**config.mk**
```make
export PLATFORM = sky130hd
export DESIGN_NAME = plint_fifo
export DESIGN_NICKNAME = d
export VERILOG_FILES = /design/src/rtl/plint_pkg.sv /design/src/rtl/plint_fifo.sv
export SDC_FILE = /design/constraint.sdc
export NUM_CORES = 1
export LEC_CHECK = 0
export BUFFER_PORTS_ARGS = -buffer_cell sky130_fd_sc_hd__buf_2
export CAP_MARGIN = 10
export CELL_PAD_IN_SITES_DETAIL_PLACEMENT = 1
export CELL_PAD_IN_SITES_GLOBAL_PLACEMENT = 1
export CORE_ASPECT_RATIO = 1.1
export CORE_MARGIN = 1.5
export CORE_UTILIZATION = 28
export CTS_BUF_LIST = sky130_fd_sc_hd__clkbuf_2 sky130_fd_sc_hd__clkbuf_4 sky130_fd_sc_hd__clkbuf_8
export DETAILED_ROUTE_END_ITERATION = 10
export PLACE_DENSITY_LB_ADDON = 0.1
export SETUP_SLACK_MARGIN = 0.2
export SYNTH_ARGS = -nofsm -noshare
export SYNTH_HDL_FRONTEND = slang
export SYNTH_SLANG_ARGS = --single-unit
```
**constraint.sdc**
```tcl
create_clock -name clk -period 4.13 [get_ports clk]
set_input_delay 0.2065 -clock clk [delete_from_list [all_inputs] [get_ports clk]]
set_output_delay 0.2065 -clock clk [all_outputs]
set_load 0.1 [all_outputs]
```
**src/rtl/plint_pkg.sv**
```systemverilog
// ----------------------------------------------------------------------------
// Polar line intersection package
// Shared formats, angle constants, arctangent table and queue beat type.
// ----------------------------------------------------------------------------
package plint_pkg;

    // angle format: signed, ANGLE_FRAC_BITS fraction bits
    localparam int ANGLE_FRAC_BITS = 28;
    localparam int ANG_W           = 34;
    localparam int Z_W             = 32;
    localparam int Z_SHIFT         = 30 - ANGLE_FRAC_BITS;

    localparam logic [63:0] PI_Q61 = 64'h6487_ED51_10B4_611A;
    localparam logic [63:0] PI_U =
        (PI_Q61 + (64'd1 << (60 - ANGLE_FRAC_BITS))) >> (61 - ANGLE_FRAC_BITS);
    localparam logic [63:0] TWO_PI_U =
        (PI_Q61 + (64'd1 << (59 - ANGLE_FRAC_BITS))) >> (60 - ANGLE_FRAC_BITS);
    localparam logic [63:0] HALF_PI_U =
        (PI_Q61 + (64'd1 << (61 - ANGLE_FRAC_BITS))) >> (62 - ANGLE_FRAC_BITS);

    localparam logic signed [ANG_W-1:0] PI_A      = ANG_W'(PI_U);
    localparam logic signed [ANG_W-1:0] TWO_PI_A  = ANG_W'(TWO_PI_U);
    localparam logic signed [ANG_W-1:0] HALF_PI_A = ANG_W'(HALF_PI_U);
    localparam logic signed [ANG_W-1:0] TWO_PI_MINUS_HALF = TWO_PI_A - HALF_PI_A;

    // parallel tolerance register
    localparam int TOL_W = 28;
    localparam logic [TOL_W-1:0] TOL_RESET = 28'd26844;

    // CORDIC datapath, Q30
    localparam int XY_W = 34;
    localparam int CZ_W = 33;
    localparam int CS_W = 33;
    localparam logic signed [XY_W-1:0] CORDIC_GAIN = 34'sd652032874;

    // quotient and result format
    localparam int OUT_W      = 48;
    localparam int QUOT_SHIFT = 38;
    localparam int DIV_STEPS  = OUT_W;
    localparam int DIV_LOW    = DIV_STEPS - QUOT_SHIFT;
    localparam int DIV_LAT    = DIV_STEPS + 1;
    localparam logic [OUT_W-1:0] OUT_MAX_POS = 48'h7FFF_FFFF_FFFF;
    localparam logic [OUT_W-1:0] OUT_MAX_NEG = 48'h8000_0000_0000;

    // queue between front and back
    localparam int QUEUE_DEPTH = 4;
    localparam int QUEUE_PTR_W = $clog2(QUEUE_DEPTH);
    localparam int QUEUE_CNT_W = QUEUE_PTR_W + 1;

    typedef struct packed {
        logic signed [31:0]    rho_first;
        logic signed [31:0]    rho_second;
        logic signed [Z_W-1:0] z_first;
        logic signed [Z_W-1:0] z_second;
        logic                  neg_first;
        logic                  neg_second;
        logic                  par;
    } item_t;

    // atan(2^-idx) in Q30
    function automatic logic [31:0] atan_q30(input int unsigned idx);
        logic [31:0] v;
        case (idx)
            0:       v = 32'd843314857;
            1:       v = 32'd497837829;
            2:       v = 32'd263043837;
            3:       v = 32'd133525159;
            4:       v = 32'd67021687;
            5:       v = 32'd33543516;
            6:       v = 32'd16775851;
            7:       v = 32'd8388437;
            8:       v = 32'd4194283;
            9:       v = 32'd2097149;
            default: v = (idx < 30) ? (32'd1 << (30 - idx)) : 32'd0;
        endcase
        return v;
    endfunction

endpackage

```
**src/rtl/plint_fifo.sv**
```systemverilog
// ----------------------------------------------------------------------------
// Front-to-back queue
// Small register queue; head is read straight out of the entry array.
// ----------------------------------------------------------------------------
module plint_fifo
    import plint_pkg::*;
(
    input  logic  clk,
    input  logic  rst_n,
    input  logic  push,
    input  item_t push_item,
    output logic  full,
    input  logic  pop,
    output item_t head_item,
    output logic  not_empty
);

    item_t                  mem_reg [QUEUE_DEPTH];
    logic [QUEUE_PTR_W-1:0] wr_ptr_reg, rd_ptr_reg;
    logic [QUEUE_CNT_W-1:0] count_reg;

    assign full      = (count_reg == QUEUE_CNT_W'(QUEUE_DEPTH));
    assign not_empty = (count_reg != '0);
    assign head_item = mem_reg[rd_ptr_reg];

    always_ff @(posedge clk or negedge rst_n)
    begin
        if (!rst_n)
        begin
            wr_ptr_reg <= '0;
            rd_ptr_reg <= '0;
            count_reg  <= '0;
        end
        else
        begin
            if (push)
            begin
                wr_ptr_reg <= wr_ptr_reg + 1'b1;
            end
            if (pop)
            begin
                rd_ptr_reg <= rd_ptr_reg + 1'b1;
            end
            if (push && !pop)
            begin
                count_reg <= count_reg + 1'b1;
            end
            else if (pop && !push)
            begin
                count_reg <= count_reg - 1'b1;
            end
        end
    end

    always_ff @(posedge clk)
    begin
        if (push)
        begin
            mem_reg[wr_ptr_reg] <= push_item;
        end
    end

endmodule

```
# After elaboration in Yosys (flattened, before gate mapping)
# Memory sizes are Yosys's and may differ from the RTL's.
# Index checks and enable logic that the tools add are counted.
[classes]
addsub = 4
eq_ne = 1
muxes = 4
reduce_logical = 6
[op_table]
columns = ["operator", "count"]
rows = [
  ["2-to-1 mux 3 bit", 2],
  ["adder 2 x 1 -> 2 bit, second input constant", 2],
  ["adder 3 x 1 -> 3 bit, second input constant", 1],
  ["equality test 3 bit, second input constant", 1],
  ["nonzero test 3 bit", 1],
  ["subtractor 3 x 1 -> 3 bit, second input constant", 1],
  ["logical AND 1 bit", 2],
  ["logical NOT 1 bit", 2],
  ["2-to-1 mux 1 bit", 2],
  ["nonzero test 2 bit", 1],
]
[totals]
reg_bits = 7
ramBits = 524
output_inout_bits = 133
memories = 1
[memory_table]
columns = ["name", "depth", "word_bits", "rd", "rd_ports_with_merged_regs", "write_ports", "line_no", "text"]
rows = [
  ["mem_reg", 4, 131, 1, 0, 1, "plint_fifo.sv:18", "item_t mem_reg [QUEUE_DEPTH];"],
]

# Logic depth before layout (Yosys ltp)
[logic_depth]
word_depth = 4
ltp_mapped = 7
ltp_nobuf = 7

# Worst setup path after synthesis
# OpenSTA, ideal clock, no wires.
[synth_timing]
path_kind = "register -> register"
start = "reg wr_ptr_reg[0]"
end = "mem mem_reg[2][0] (netlist name), enable pin"
setup_time_ns = 0.506
arrival_ns = 3.620
t_required_ns = 3.624
slack_ns = 0.004
stages_incl_launch_ff = 4
period_less_slack_ns = 4.126
path_cell_list = "dfrtp_1 -> inv_1 -> ha_1 -> and2_1"
[synth_lines]
columns = ["element", "line_no", "text"]
rows = [
  ["start, declared", "plint_fifo.sv:19", "logic [QUEUE_PTR_W-1:0] wr_ptr_reg, rd_ptr_reg;"],
  ["start signal, assigned", "plint_fifo.sv:38", "wr_ptr_reg <= wr_ptr_reg + 1'b1;"],
  ["end, declared", "plint_fifo.sv:18", ""],
]
# No word-level cell before the write port.

==> out/results.tsv <==
stage	metric	value	unit
cells_and_area	FF/Latch Area	15900	sq um
die	Chip Width	253	um
placement	Final GP Congestion	0.668	
worst_hold_path	Hold Crit Class	in -> reg	
yosys	share of the synthesized area in the top cell type	0.816	
clocking	cts bufs inserted	93	
yosys	Post-synth EDFFs	524	
clocking	clock latency on the worst-skew pair	0.66	ns
yosys	FF+latch count, synth	531	
status	status	finished clean	
yosys	Post-Synth Adder-Cell Area	0.00428	
clocking	clock sinks	531	
placement	DP HPWL	27700	um
cells_and_area	layout cells sized above 1	0.446	
timing	min Tclk post-route	3.14	ns
timing	setup_tns	0	ns
setup_path	worst path arrival time	2.94	ns
clocking	root buffer cell	clkbuf_8	
cells_and_area	nets@finish	1355	
timing	final setup fails	0	
timing	Fmax achieved	318	MHz
clocking	H-tree levels	3	
timing	fin. max-slew vios	0	
cells_and_area	area added between synthesis and finish	29.7	%
yosys	top-count cell post-synth	edfxtp_1	
yosys	synth cell count leaders	524 x edfxtp_1, 131 x mux4_2, 16 x buf_2, 9 x buf_6, 7 x dfrtp_1	
yosys	ranking of synthesized cells by area	edfxtp_1 82%, mux4_2 15%, dfrtp_1 0.91%	
timing	Setup Skew	0.0327	ns
die	core area	67900	sq um
yosys	Synth Cell Area	19300	sq um
route	drt wl/cell	20.9	um
global_routing	first-pass GRT wire length	69500	um
yosys	simple-gate portion of the synthesized area	0.00260	
die	FP Rows	100	
cells_and_area	Final Non-Filler Cells	2198	
yosys	largest family of logic cells by synthesized area	multiplexers	
route	ANT nets after route	0	
clocking	# Post-CTS Setup Buffers	0	
yosys	syn avg cell area	26.8	sq um
route	DR DRC count	0	
yosys	dominant synthesized flop cell	edfxtp_1	
clocking	CTS tree	done	
yosys	post-synth top area cell	edfxtp_1	
timing	worst slew pin tran	0.900	ns
yosys	yosys warns	0	
timing	RSZ-0062 raised after global routing	false	
run	# Max-Cap Violations	0	
yosys	Synth Area in XOR/XNOR	0.00273	
route	via count	9401	
timing	max_slew headroom	0.400	
cells_and_area	area of the multi-input gates	3160	sq um
global_routing	pin count of the biggest net entering global routing	70	
setup_path	CP Capture Type	primary output	
die	Initial Util	0.284	
timing	Fin. Hold Viols	0	
yosys	complex-gate fraction of the synthesized area	0.000260	
route	drt first pass iters	4	
clocking	clock edge transition at the registers on the reported setup and hold paths	0.05	ns
setup_path	CP Launch Type	register	
yosys	Post-synth ARST share	0.0132	
cells_and_area	max FFs per register	524	
yosys	post-synthesis mux area share	0.154	
global_routing	number of global-route vias before repair	11000	
yosys	Yosys cell types	19	
die	DIE AREA	70400	sq um
placement	dpl cells	1902	
yosys	Seq/Total Area, Yosys	0.825	
global_routing	all-layer global routing usage	0.133	
clocking	CTS max path bufs	3	
cells_and_area	fill cell count	6720	
route	initial drt markers	468	
route	Routed WL	45900	um
die	Top Ports	268	
timing	part of the cycle the worst path needs	0.761	
global_routing	initial antenna violation count	3	
route	Avg Vias per Cell	4.28	
yosys	cells after synthesis	719	
setup_path	CP required	3.92	ns
die	Die Span Y	278	um
placement	count of input and output buffers	267	
placement	placed cell area	21900	sq um
setup_path	Max FO, Critical Path	38	
global_routing	GRT overflow	0	
yosys	Net Count, Synth	860	
cells_and_area	fin area	25000	sq um
setup_path	crit path kind	reg -> out	
-- metrics by stage --
step	utilization	worst slack [ns]	hold WS, ns
2_1_floorplan	-	1.28	-0.0891
3_3_place_gp	0.323	1.54	0.0568
3_5_place_dp	0.323	1.54	0.0618
4_1_cts	0.368	0.778	0.194
5_1_grt	0.368	0.715	0.245
6_report	0.368	0.987	0.289
-- worst max-delay path, cell delays in order (launching register included) --
cell     delay [ns]
dfrtp_4        0.99
buf_4          0.37
mux4_2         0.55
buf_2          0.31
-- per-layer routing --
metal / part of all wire / vias up / global-route usage
met4: 0.024 / 0 / 0.0513
met1: 0.42 / 4944 / 0.163
met2: 0.50 / 255 / 0.223
met3: 0.060 / 80 / 0.0373
met5: 0 / - / 0
li1: - / 4122 / -
-- cell families after synthesis --
kind of cell             Yosys count
AND/OR/NAND/NOR                    9
multiplexers                     132
XOR/XNOR                           6
adder cells (fa/ha/maj)            6
buffers and inverters             34
AO/OA/AOI/OAI                      1
flip-flops                       531
-- final timing paths --
kind	from	to	depth (start not counted)	slack [ns]
worst max-delay path	rd_ptr_reg[0]	head_item[43]	3	0.99
worst min-delay path	push_item[108]	mem_reg[3][108]	2	0.29
worst max register to register	wr_ptr_reg[1]	mem_reg[1][26]	4	2.00
worst min register to register	count_reg[2]	count_reg[2]	1	0.49
max in group asynchronous	rst_n	rd_ptr_reg[0]	3	3.29
min in group asynchronous	rst_n	count_reg[0]	3	0.54
-- cell usage in the layout, fill, tap and decap left out, types with 3 or more instances in the layout --
master	n
and2_4	4
diode_2	3
ha_1	5
dfrtp_1	5
dlygate4sd3_1	135
clkbuf_8	97
inv_1	4
mux4_2	131
clkbuf_4	32
clkinv_1	22
buf_2	267
edfxtp_1	524
buf_4	18
xor2_1	4
buf_12	10
-- cell type report --
type | instances | share of cell area
Sequential cell | 531 | 0.637
Multi-Input combinational cell | 154 | 0.126
Timing Repair Buffer | 430 | 0.121
Clock buffer | 129 | 0.0630
Tap cell | 918 | 0.0459
Clock inverter | 29 | 0.00611
Inverter | 4 | 0.000601
Antenna cell | 3 | 0.000300
-- repair_timing --
action                    4_1_cts  5_1_grt
hold buffers                  135        0
gates resized for setup         0        0
hold endpoints to repair      536        0
Power is not shown: default switching activity piles up to over one toggle a cycle in this logic, so the estimate is an artifact.
