## src/rtl/plint_pkg.sv

```systemverilog
// ----------------------------------------------------------------------------
// Polar line intersection package
// Shared formats, angle constants, arctangent table and queue beat type.
// ----------------------------------------------------------------------------
package plint_pkg;

    // angle format: signed, ANGLE_FRAC_BITS fraction bits
    localparam int ANGLE_FRAC_BITS = 28;
    localparam int ANG_W           = 34;
    localparam int Z_W             = 32;
    localparam int Z_SHIFT         = 30 - ANGLE_FRAC_BITS;

    localparam logic [63:0] PI_Q61 = 64'h6487_ED51_10B4_611A;
    localparam logic [63:0] PI_U =
        (PI_Q61 + (64'd1 << (60 - ANGLE_FRAC_BITS))) >> (61 - ANGLE_FRAC_BITS);
    localparam logic [63:0] TWO_PI_U =
        (PI_Q61 + (64'd1 << (59 - ANGLE_FRAC_BITS))) >> (60 - ANGLE_FRAC_BITS);
    localparam logic [63:0] HALF_PI_U =
        (PI_Q61 + (64'd1 << (61 - ANGLE_FRAC_BITS))) >> (62 - ANGLE_FRAC_BITS);

    localparam logic signed [ANG_W-1:0] PI_A      = ANG_W'(PI_U);
    localparam logic signed [ANG_W-1:0] TWO_PI_A  = ANG_W'(TWO_PI_U);
    localparam logic signed [ANG_W-1:0] HALF_PI_A = ANG_W'(HALF_PI_U);
    localparam logic signed [ANG_W-1:0] TWO_PI_MINUS_HALF = TWO_PI_A - HALF_PI_A;

    // parallel tolerance register
    localparam int TOL_W = 28;
    localparam logic [TOL_W-1:0] TOL_RESET = 28'd26844;

    // CORDIC datapath, Q30
    localparam int XY_W = 34;
    localparam int CZ_W = 33;
    localparam int CS_W = 33;
    localparam logic signed [XY_W-1:0] CORDIC_GAIN = 34'sd652032874;

    // quotient and result format
    localparam int OUT_W      = 48;
    localparam int QUOT_SHIFT = 38;
    localparam int DIV_STEPS  = OUT_W;
    localparam int DIV_LOW    = DIV_STEPS - QUOT_SHIFT;
    localparam int DIV_LAT    = DIV_STEPS + 1;
    localparam logic [OUT_W-1:0] OUT_MAX_POS = 48'h7FFF_FFFF_FFFF;
    localparam logic [OUT_W-1:0] OUT_MAX_NEG = 48'h8000_0000_0000;

    // queue between front and back
    localparam int QUEUE_DEPTH = 4;
    localparam int QUEUE_PTR_W = $clog2(QUEUE_DEPTH);
    localparam int QUEUE_CNT_W = QUEUE_PTR_W + 1;

    typedef struct packed {
        logic signed [31:0]    rho_first;
        logic signed [31:0]    rho_second;
        logic signed [Z_W-1:0] z_first;
        logic signed [Z_W-1:0] z_second;
        logic                  neg_first;
        logic                  neg_second;
        logic                  par;
    } item_t;

    // atan(2^-idx) in Q30
    function automatic logic [31:0] atan_q30(input int unsigned idx);
        logic [31:0] v;
        case (idx)
            0:       v = 32'd843314857;
            1:       v = 32'd497837829;
            2:       v = 32'd263043837;
            3:       v = 32'd133525159;
            4:       v = 32'd67021687;
            5:       v = 32'd33543516;
            6:       v = 32'd16775851;
            7:       v = 32'd8388437;
            8:       v = 32'd4194283;
            9:       v = 32'd2097149;
            default: v = (idx < 30) ? (32'd1 << (30 - idx)) : 32'd0;
        endcase
        return v;
    endfunction

endpackage

```

## src/rtl/plint_front.sv

```systemverilog
// ----------------------------------------------------------------------------
// Front end
// Takes line pairs, runs the parallel test and folds both angles into [-pi/2,
// pi/2] for the CORDIC. Three stages, one beat per cycle unless stalled.
// ----------------------------------------------------------------------------
module plint_front
    import plint_pkg::*;
(
    input  logic                    clk,
    input  logic                    rst_n,
    input  logic                    in_valid,
    output logic                    in_stall,
    input  logic signed [31:0]      rho_first,
    input  logic signed [31:0]      theta_first,
    input  logic signed [31:0]      rho_second,
    input  logic signed [31:0]      theta_second,
    input  logic [TOL_W-1:0]        tolerance,
    output logic                    push,
    output item_t                   push_item,
    input  logic                    queue_full
);

    logic [2:0] vld_reg;
    logic       adv;

    logic signed [31:0]      rho_f_a_reg, rho_s_a_reg, rho_f_b_reg, rho_s_b_reg;
    logic signed [ANG_W-1:0] t1_f_a_reg, t1_s_a_reg, adiff_a_reg;
    logic signed [ANG_W-1:0] r2_f_b_reg, r2_s_b_reg;
    logic                    par_b_reg;
    item_t                   item_c_reg;

    logic signed [ANG_W-1:0] tol_ext, diff_a;
    logic [Z_W:0]            red_f, red_s;

    function automatic logic signed [ANG_W-1:0] ext_ang(input logic signed [31:0] t);
        return {{(ANG_W-32){t[31]}}, t};
    endfunction

    function automatic logic signed [ANG_W-1:0] wrap_lo(input logic signed [31:0] t);
        logic signed [ANG_W-1:0] e;
        e = ext_ang(t);
        return (e < 0) ? e + TWO_PI_A : e;
    endfunction

    function automatic logic signed [ANG_W-1:0] wrap_hi(input logic signed [ANG_W-1:0] t);
        logic signed [ANG_W-1:0] r;
        if (t < 0)
        begin
            r = t + TWO_PI_A;
        end
        else if (t >= TWO_PI_A)
        begin
            r = t - TWO_PI_A;
        end
        else
        begin
            r = t;
        end
        return r;
    endfunction

    function automatic logic near(input logic signed [ANG_W-1:0] a,
                                  input logic signed [ANG_W-1:0] b,
                                  input logic signed [ANG_W-1:0] tol);
        logic signed [ANG_W-1:0] d;
        d = a - b;
        if (d < 0)
        begin
            d = -d;
        end
        return d < tol;
    endfunction

    // {neg, z in Q30}
    function automatic logic [Z_W:0] reduce_angle(input logic signed [ANG_W-1:0] r2);
        logic signed [ANG_W-1:0] r, rs;
        logic                    neg;
        neg = (r2 > HALF_PI_A) && (r2 < TWO_PI_MINUS_HALF);
        if (neg)
        begin
            // above pi the angle is first taken down by 2pi, then up by pi
            if (r2 > PI_A)
            begin
                r = r2 - TWO_PI_A + PI_A;
            end
            else
            begin
                r = r2 - PI_A;
            end
        end
        else if (r2 > HALF_PI_A)
        begin
            r = r2 - TWO_PI_A;
        end
        else
        begin
            r = r2;
        end
        rs = r <<< Z_SHIFT;
        return {neg, rs[Z_W-1:0]};
    endfunction

    assign adv      = !(vld_reg[2] && queue_full);
    assign in_stall = !adv;
    assign push     = vld_reg[2] && !queue_full;
    assign push_item = item_c_reg;

    assign tol_ext = {{(ANG_W-TOL_W){1'b0}}, tolerance};
    assign diff_a  = ext_ang(theta_second) - ext_ang(theta_first);
    assign red_f   = reduce_angle(r2_f_b_reg);
    assign red_s   = reduce_angle(r2_s_b_reg);

    always_ff @(posedge clk or negedge rst_n)
    begin
        if (!rst_n)
        begin
            vld_reg <= '0;
        end
        else if (adv)
        begin
            vld_reg <= {vld_reg[1:0], in_valid};
        end
    end

    always_ff @(posedge clk)
    begin
        if (adv)
        begin
            rho_f_a_reg <= rho_first;
            rho_s_a_reg <= rho_second;
            t1_f_a_reg  <= wrap_lo(theta_first);
            t1_s_a_reg  <= wrap_lo(theta_second);
            adiff_a_reg <= (diff_a < 0) ? -diff_a : diff_a;

            rho_f_b_reg <= rho_f_a_reg;
            rho_s_b_reg <= rho_s_a_reg;
            r2_f_b_reg  <= wrap_hi(t1_f_a_reg);
            r2_s_b_reg  <= wrap_hi(t1_s_a_reg);
            par_b_reg   <= (adiff_a_reg < tol_ext)
                        || near(adiff_a_reg, PI_A, tol_ext)
                        || near(adiff_a_reg, TWO_PI_A, tol_ext);

            item_c_reg.rho_first  <= rho_f_b_reg;
            item_c_reg.rho_second <= rho_s_b_reg;
            item_c_reg.z_first    <= red_f[Z_W-1:0];
            item_c_reg.z_second   <= red_s[Z_W-1:0];
            item_c_reg.neg_first  <= red_f[Z_W];
            item_c_reg.neg_second <= red_s[Z_W];
            item_c_reg.par        <= par_b_reg;
        end
    end

endmodule

```

## config.mk

```make
export PLATFORM = sky130hd
export DESIGN_NAME = plint_front
export DESIGN_NICKNAME = d
export VERILOG_FILES = /design/src/rtl/plint_pkg.sv /design/src/rtl/plint_front.sv
export SDC_FILE = /design/constraint.sdc
export NUM_CORES = 1
export LEC_CHECK = 0
export ABC_AREA = 1
export ABC_CLOCK_PERIOD_IN_PS = 13700
export BUFFER_PORTS_ARGS = -buffer_cell sky130_fd_sc_hd__buf_2
export CAP_MARGIN = 20
export CORE_ASPECT_RATIO = 1.2
export CORE_MARGIN = 2
export CORE_UTILIZATION = 25
export DETAILED_ROUTE_END_ITERATION = 10
export HOLD_SLACK_MARGIN = 0.08
export PLACE_DENSITY = 0.49
export SETUP_SLACK_MARGIN = 0.15
export SYNTH_ARGS = -nofsm -noshare
export SYNTH_HDL_FRONTEND = slang
export SYNTH_SLANG_ARGS = --single-unit
```

## constraint.sdc

```tcl
create_clock -name clk -period 13.7 [get_ports clk]
set_clock_uncertainty 0.1 [all_clocks]
set_input_delay 2.74 -clock clk [delete_from_list [all_inputs] [get_ports clk]]
set_output_delay 2.74 -clock clk [all_outputs]
set_load 0.01 [all_outputs]
```

## Yosys cells after proc, flatten, opt, wreduce, memory -nomap -nowiden

Cells that the tools add are included.

- Output and inout bits: 133
- Bits in registers: 429
- Input bits: 160
- Word-level logic and storage cells: 78

- Reduce and logical (&&, ||, !) cells: 7
- Magnitude comparators: 18
- Multiplexer cells: 17
- Add/sub/neg operators: 18

Operators with widths:

| kind | number |
|---|---|
| 2-to-1 mux 34 bit | 11 |
| 2-to-1 mux 30 bit | 6 |
| less-than comparator 34 x 1 -> 1 bit, second input constant | 4 |
| less-than comparator 34 x 29 -> 1 bit | 3 |
| subtractor 34 x 32 -> 34 bit, second input constant | 3 |
| adder 34 x 32 -> 34 bit, second input constant | 2 |
| >= comparator 34 x 32 -> 1 bit, second input constant | 2 |
| greater-than comparator 34 x 30 -> 1 bit, second input constant | 2 |
| greater-than comparator 34 x 31 -> 1 bit, second input constant | 2 |
| less-than comparator 34 x 32 -> 1 bit, second input constant | 2 |
| negator 34 bit | 2 |
| adder 32 x 32 -> 33 bit, second input constant | 2 |
| less-than comparator 32 x 1 -> 1 bit, second input constant | 2 |
| adder 30 x 29 -> 30 bit, second input constant | 2 |
| subtractor 30 x 29 -> 30 bit, second input constant | 2 |
| subtractor 30 bit, second input constant | 2 |
| negator 33 -> 34 bit | 1 |
| subtractor 34 x 31 -> 34 bit, second input constant | 1 |
| less-than comparator 33 x 1 -> 1 bit, second input constant | 1 |
| subtractor 32 x 32 -> 33 bit | 1 |
| logical AND 1 bit | 4 |
| logical OR 1 bit | 2 |
| zero test 1 bit | 1 |

## Depth between registers and ports, before layout

Gate-level depths: netlist (run 1).

- Depth in word-level cells: 7
- Mapped depth: 36
- Mapped depth without buffers: 33

## Worst setup path before layout (run 1)

Ideal clock, no wire load.

- Kind: input -> output
- Start: input port queue_full
- End: output port in_stall
- Data required time: 10.860 ns
- Slack: -1.926 ns
- Arrival: 12.786 ns
- Path buffers: 0
- Stages on the path: 2
- Path through: nand2_1 -> inv_1

- Longest elaborated chain between the ends: 1

RTL lines:

| element | line | source |
|---|---|---|
| start, declared | plint_front.sv:20 | `input logic queue_full` |
| logical AND 1 bit | plint_front.sv:103 | `assign adv = !(vld_reg[2] && queue_full);` |
| end, declared | plint_front.sv:12 | `output logic in_stall,` |

No other way between the ends.

## Final worst setup path (run 1)

Ends and elaborated chain as after synthesis.

==> flow_metrics.tcl, run 1 <==
set metrics [dict create \
    outcome "completed" \
    postRouteAntennaNets 0 \
    ys_types 76 \
    async_flop_share_pct 0.703 \
    first_global_vias 32084 \
    holdBufCountCts 0 \
    htree_levels 2 \
    ios 293 \
    maxSlewViolCount 0 \
    drive_above_1_share_pct 12.4 \
    synthFlopType "edfxtp_1" \
    worst_pin_slew_ns 0.998 \
    synth.largest_area_cell "edfxtp_1" \
    nNetsFinal 5256 \
    clk_pin_slew_ns 0.06 \
    synth_edf_count 424 \
    worstSetupPathType "input pin to output pin" \
    wl_um 130000 \
    grt_pass1_wl_um 194000 \
    slowest_stage "nand2_8" \
    reg2reg_depth 32 \
    met2_usage_pct 30.5 \
    die_w_um 345 \
    relSlewSlack_pct 33.5 \
    firstDrtPassIters 6 \
    post-cts-setup-buffers 0 \
    final-setup-viol-count 0 \
    clkLatencyLatePin_ns 0.64 \
    cts_tree "yes" \
    p_leak_nw 17.4 \
    vias_per_cell 4.82 \
    grt_util_met1_pct 22.1 \
    p_per_area_nw_per_um2 222 \
    clockRootBuffer "clkbuf_16" \
    rsz0062_at_grt "no" \
    setup.worst_path.end_class "output pin" \
    final_common_cell "nand2_1" \
    hold_class "flip-flop to flip-flop" \
    hold_viol 0 \
    maxCapViolCount 0 \
    overflow 0 \
    drc 0 \
    core_sq_um 139000 \
    drt_iter0_markers 2351 \
    port_buffers 288 \
    seq_area_frac_synth_pct 36.7 \
    die_y_um 413 \
    route.vias.total 32945 \
    synth_area_sq_um 34900 \
    grt_use_total_pct 17.6 \
    timing.critical_path.mode_cell "buf_2" \
    wire_per_inst_um 19.0 \
    fillers 15276 \
    hpwlAfterDp_um 105000 \
    holdPathStages 0 \
    gp_congestion 0.918 \
    antenna_found_initial 26 \
    rows 150 \
    cts_resized 0 \
    cp_data_arrival_time_ns 3.58 \
    avgSynthCellArea_sq_um 7.40 \
    post_synth_inst_count 4720 \
    yosys_register_bits 427 \
    p_total_mw 8.89 \
    synth_area_leaders "edfxtp_1, nand2_1, xor2_1" \
    path_cells "buf_2, nand2_8, inv_1, buf_2" \
    synth.top_cell.area_share_pct 36.5 \
    start_util_pct 25.1 \
    min_period_ns 6.42 \
    grt_busiest_layer "met2" \
    fin_tns_setup_ns 0 \
    syn_to_final_growth_pct 14.5 \
    required_ns 10.86 \
    final_cell_mix "nand2_1, inv_1, nor2_1, edfxtp_1, nand3_1" \
    grt_max_degree 81 \
    cts.sink_count 427 \
    max_stage_delay_ns 0.40 \
    die_area_sq_um 143000 \
    fmax_mhz 156 \
    path_max_fanout 80 \
    largest_reg_flops 127 \
    grt_use_met3_pct 3.05 \
    yosysWarnings 0 \
    numCtsBuffers 54 \
    cp-start-kind "input pin" \
    peakVddDrop_v 0.0000935 \
    clk_path_buf_depth 3 \
    period_share_pct 46.9 \
]
==> critical path: cells and delay by family <==
family | cells | cell delay (ns)
buf+inv | 3 | 0.43
simple gates | 1 | 0.40
==> per-stage QoR <==
step / utilization (%) / area [sq um] / hold slack [ns] / std cells / setup WS, ns
6_report: 28.8 / 40000 / 0.311 / 6842 / 7.28
4_1_cts: 28.7 / 40000 / 0.306 / 6831 / 7.22
3_5_place_dp: 27.4 / 38100 / 0.305 / 6731 / 6.67
3_3_place_gp: 27.4 / 38100 / 0.300 / 6731 / 6.75
2_1_floorplan: - / 34900 / 0.300 / 4724 / 2.43
5_1_grt: 28.7 / 40000 / 0.316 / 6834 / 7.09
==> worst paths after layout <==
check	start	to	slack (ns)
setup / recovery	queue_full	in_stall	7.28
hold / removal	rho_s_a_reg[13]	rho_s_b_reg[13]	0.31
setup reg to reg	adiff_a_reg[5]	par_b_reg	8.05
hold reg to reg	rho_s_a_reg[13]	rho_s_b_reg[13]	0.31
max in group asynchronous	rst_n	vld_reg[0]	11.60
min in group asynchronous	rst_n	vld_reg[2]	1.79
==> final cells by class <==
type	instances	area (sq um)	area share, %
diodes	9	22.5	0.0563
clock buffers	64	1430	3.58
clock inverters	36	430	1.08
inverters	601	2270	5.68
multi-input cells	3576	19200	48.0
flip-flops and latches	427	12800	32.0
well taps	1824	2280	5.71
repair buffers	305	1570	3.93
==> logic make-up after synthesis <==
group / count (synthesis) / synth area share (%)
XOR/XNOR: 326 / 8.42
other: 1 / 0.0107
adder cells (fa/ha/maj): 131 / 4.71
AND/OR/NAND/NOR: 2502 / 31.2
flip-flops: 427 / 36.7
buffers and inverters: 721 / 8.50
AO/OA/AOI/OAI: 612 / 10.5
==> layer usage <==
| metal | part of all wire, % | up-vias |
|---|---|---|
| li1 | - | 16245 |
| met1 | 43 | 15553 |
| met2 | 48 | 901 |
| met3 | 5.7 | 222 |
| met4 | 3.4 | 24 |
| met5 | 0.11 | - |
==> synth_stat cells (6+ instances only) <==
cell type / n
nand2_1: 1213
inv_1: 539
nor2_1: 534
edfxtp_1: 424
nand3_1: 371
xor2_1: 268
a21oi_1: 188
o21ai_0: 162
ha_1: 130
nand4_1: 98
nor3_1: 94
nor2_2: 50
inv_2: 49
xnor2_1: 48
nand2_2: 42
buf_2: 39
o22ai_1: 37
clkbuf_1: 36
o21ai_1: 36
buf_4: 29
a31oi_1: 27
nor4_1: 27
o221ai_1: 19
a22oi_1: 17
o2111ai_1: 16
o21bai_1: 15
o211ai_1: 14
nand3_2: 12
a211oi_1: 11
buf_6: 11
nor2_4: 11
o21a_1: 11
a21oi_2: 10
nand3b_1: 10
a21o_1: 9
xor2_2: 9
nor3_2: 8
o31ai_1: 8
or2_2: 7
clkinv_1: 6
inv_4: 6
==> report_power, final <==
part	internal [mW]	leakage (nW)	switching, mW
Clock	0.887	0.892	0.619
Sequential	2.05	4.34	0.504
Combinational	1.52	12.2	3.31
(Power assumes the default switching activity.)
==> inputs of run 2 (changes only) <==
--- a/config.mk
+++ b/config.mk
@@ -6,7 +6,7 @@
 export NUM_CORES = 1
 export LEC_CHECK = 0
 export ABC_AREA = 1
-export ABC_CLOCK_PERIOD_IN_PS = 13700
+export ABC_CLOCK_PERIOD_IN_PS = 6400
 export BUFFER_PORTS_ARGS = -buffer_cell sky130_fd_sc_hd__buf_2
 export CAP_MARGIN = 20
 export CORE_ASPECT_RATIO = 1.2
@@ -14,7 +14,7 @@
 export CORE_UTILIZATION = 25
 export DETAILED_ROUTE_END_ITERATION = 10
 export HOLD_SLACK_MARGIN = 0.08
-export PLACE_DENSITY = 0.49
+export PLACE_DENSITY = 0.48
 export SETUP_SLACK_MARGIN = 0.15
 export SYNTH_ARGS = -nofsm -noshare
 export SYNTH_HDL_FRONTEND = slang
==> constraint.sdc (replaced) <==
create_clock -name clk -period 6.4 [get_ports clk]
set_clock_uncertainty 0.1 [all_clocks]
set_input_delay 1.28 -clock clk [delete_from_list [all_inputs] [get_ports clk]]
set_output_delay 1.28 -clock clk [all_outputs]
set_load 0.01 [all_outputs]
==> run 2 against run 1 <==
Non-clock buffer count fell by 1. Largest cell class unchanged. Worst setup slack got worse by 6.0 ns. Clock-buffer cell count fell by 6. Worst hold slack got worse by 0.011 ns. Largest power group unchanged. Clock power rose by 120%. Register-to-register slack got worse by 6.7 ns. Wire length fell by 3.2%. Sequential power rose by 110%. Critical path type is now flip-flop to flip-flop. Die area did not move. Utilization rose by 0.051 points.
==> flow_metrics.tcl, run 2 (same netlist as run 1, synthesis figures left out) <==
set metrics [dict create \
    reg2reg_depth 31 \
    gp_congestion 0.931 \
    htree_levels 2 \
    fillers 15315 \
    largest_reg_flops 127 \
    path_max_fanout 14 \
    first_global_vias 31252 \
    grt_pass1_wl_um 188000 \
    clk_path_buf_depth 3 \
    firstDrtPassIters 6 \
    max_stage_delay_ns 0.75 \
    rows 150 \
    fmax_mhz 196 \
    core_sq_um 139000 \
    numCtsBuffers 54 \
    outcome "completed" \
    cts.sink_count 427 \
    peakVddDrop_v 0.000213 \
    syn_to_final_growth_pct 14.7 \
    antenna_found_initial 52 \
    vias_per_cell 4.78 \
    regArea_sq_um 12800 \
    die_area_sq_um 143000 \
    hpwlAfterDp_um 102000 \
    min_period_ns 5.10 \
    hold_viol 0 \
    timing.final.ws_setup_ns 1.30 \
    cp.depth 31 \
    p_total_mw 18.9 \
    start_util_pct 25.1 \
    grt_use_total_pct 17.0 \
    wl_um 126000 \
    slowest_stage "edfxtp_1" \
    place_ws_ns 1.28 \
    fin_tns_setup_ns 0 \
    cts_tree "yes" \
    grt_max_degree 148 \
    utilization_pct 28.8 \
    overflow 0 \
    drt_iter0_markers 2613 \
    final_common_cell "nand2_1" \
    multiInputGateArea_sq_um 19200 \
    crit_family "simple AND/OR/NAND/NOR gates" \
    final-setup-viol-count 0 \
    final_cell_mix "nand2_1, inv_1, nor2_1, edfxtp_1, nand3_1" \
    drc 0 \
    timing.critical_path.mode_cell "nand2_1" \
    cp_data_arrival_time_ns 5.38 \
    die_w_um 345 \
    setup.worst_path.end_class "flip-flop" \
    route.vias.total 32748 \
    cts_resized 0 \
    path_buf_inv 6 \
    holdBufCountCts 0 \
    drive_above_1_share_pct 12.4 \
    rsz0062_at_grt "no" \
    p_per_area_nw_per_um2 473 \
    clkLatencyLatePin_ns 0.66 \
    cp-start-kind "flip-flop" \
    worstSetupPathType "flip-flop to flip-flop" \
    worst_pin_slew_ns 1.03 \
    relSlewSlack_pct 31.1 \
    clk_pin_slew_ns 0.06 \
    nNetsFinal 5255 \
    postRouteAntennaNets 0 \
    wire_per_inst_um 18.4 \
    ios 293 \
    die_y_um 413 \
    port_buffers 288 \
    hold_class "input pin to asynchronous set/reset pin" \
    p_leak_nw 17.5 \
    maxSlewViolCount 0 \
    period_share_pct 79.6 \
    required_ns 6.68 \
    clockRootBuffer "clkbuf_16" \
    post-cts-setup-buffers 0 \
    maxCapViolCount 0 \
]
[run 2: cell count changes in the layout (fill, tap and decap cells not counted), moves of 2 or more]
cell / delta
clkbuf_1: -4
buf_4: -2
diode_2: +6
clkbuf_8: -2
clkinv_1: +5
bufinv_16: +2
[run 2: layer usage]
metal  global-route usage [%]  up-vias  wire [um]
met1                     20.9    15291      53000
met5                        0        -        249
met3                     3.62      227       8390
li1                         -    16282          -
met2                     29.5      906      59900
met4                     5.87       42       4230
[run 2: cell type report]
type,instances,area share (%)
Timing Repair Buffer,304,3.95
Inverter,601,5.67
Clock buffer,58,3.46
Sequential cell,427,32.0
Tap cell,1824,5.70
Clock inverter,43,1.30
Antenna cell,15,0.0937
Multi-Input combinational cell,3576,47.9
[run 2: worst paths after layout]
| kind | from | endpoint | slack (ns) |
|---|---|---|---|
| max | adiff_a_reg[22] | par_b_reg | 1.30 |
| min | rst_n | vld_reg[2] | 0.30 |
| max reg2reg | adiff_a_reg[22] | par_b_reg | 1.30 |
| min reg2reg | rho_s_a_reg[5] | rho_s_b_reg[5] | 0.31 |
| max in group asynchronous | rst_n | vld_reg[1] | 5.79 |
| min in group clk | rho_s_a_reg[5] | rho_s_b_reg[5] | 0.31 |
[run 2: metrics by stage]
step,area (sq um),instances,hold WS [ns]
global route,40000,6834,0.256
CTS,40000,6833,0.231
finish,40100,6848,0.300
global placement,38100,6730,0.300
floorplan,35000,4724,0.300
detailed placement,38100,6732,0.305
[run 2: report_power, final]
part,leakage [nW],switching (mW),internal (mW)
registers,4.34,1.06,4.40
logic,12.2,6.94,3.26
clock network,0.918,1.32,1.96
total,17.5,9.33,9.61
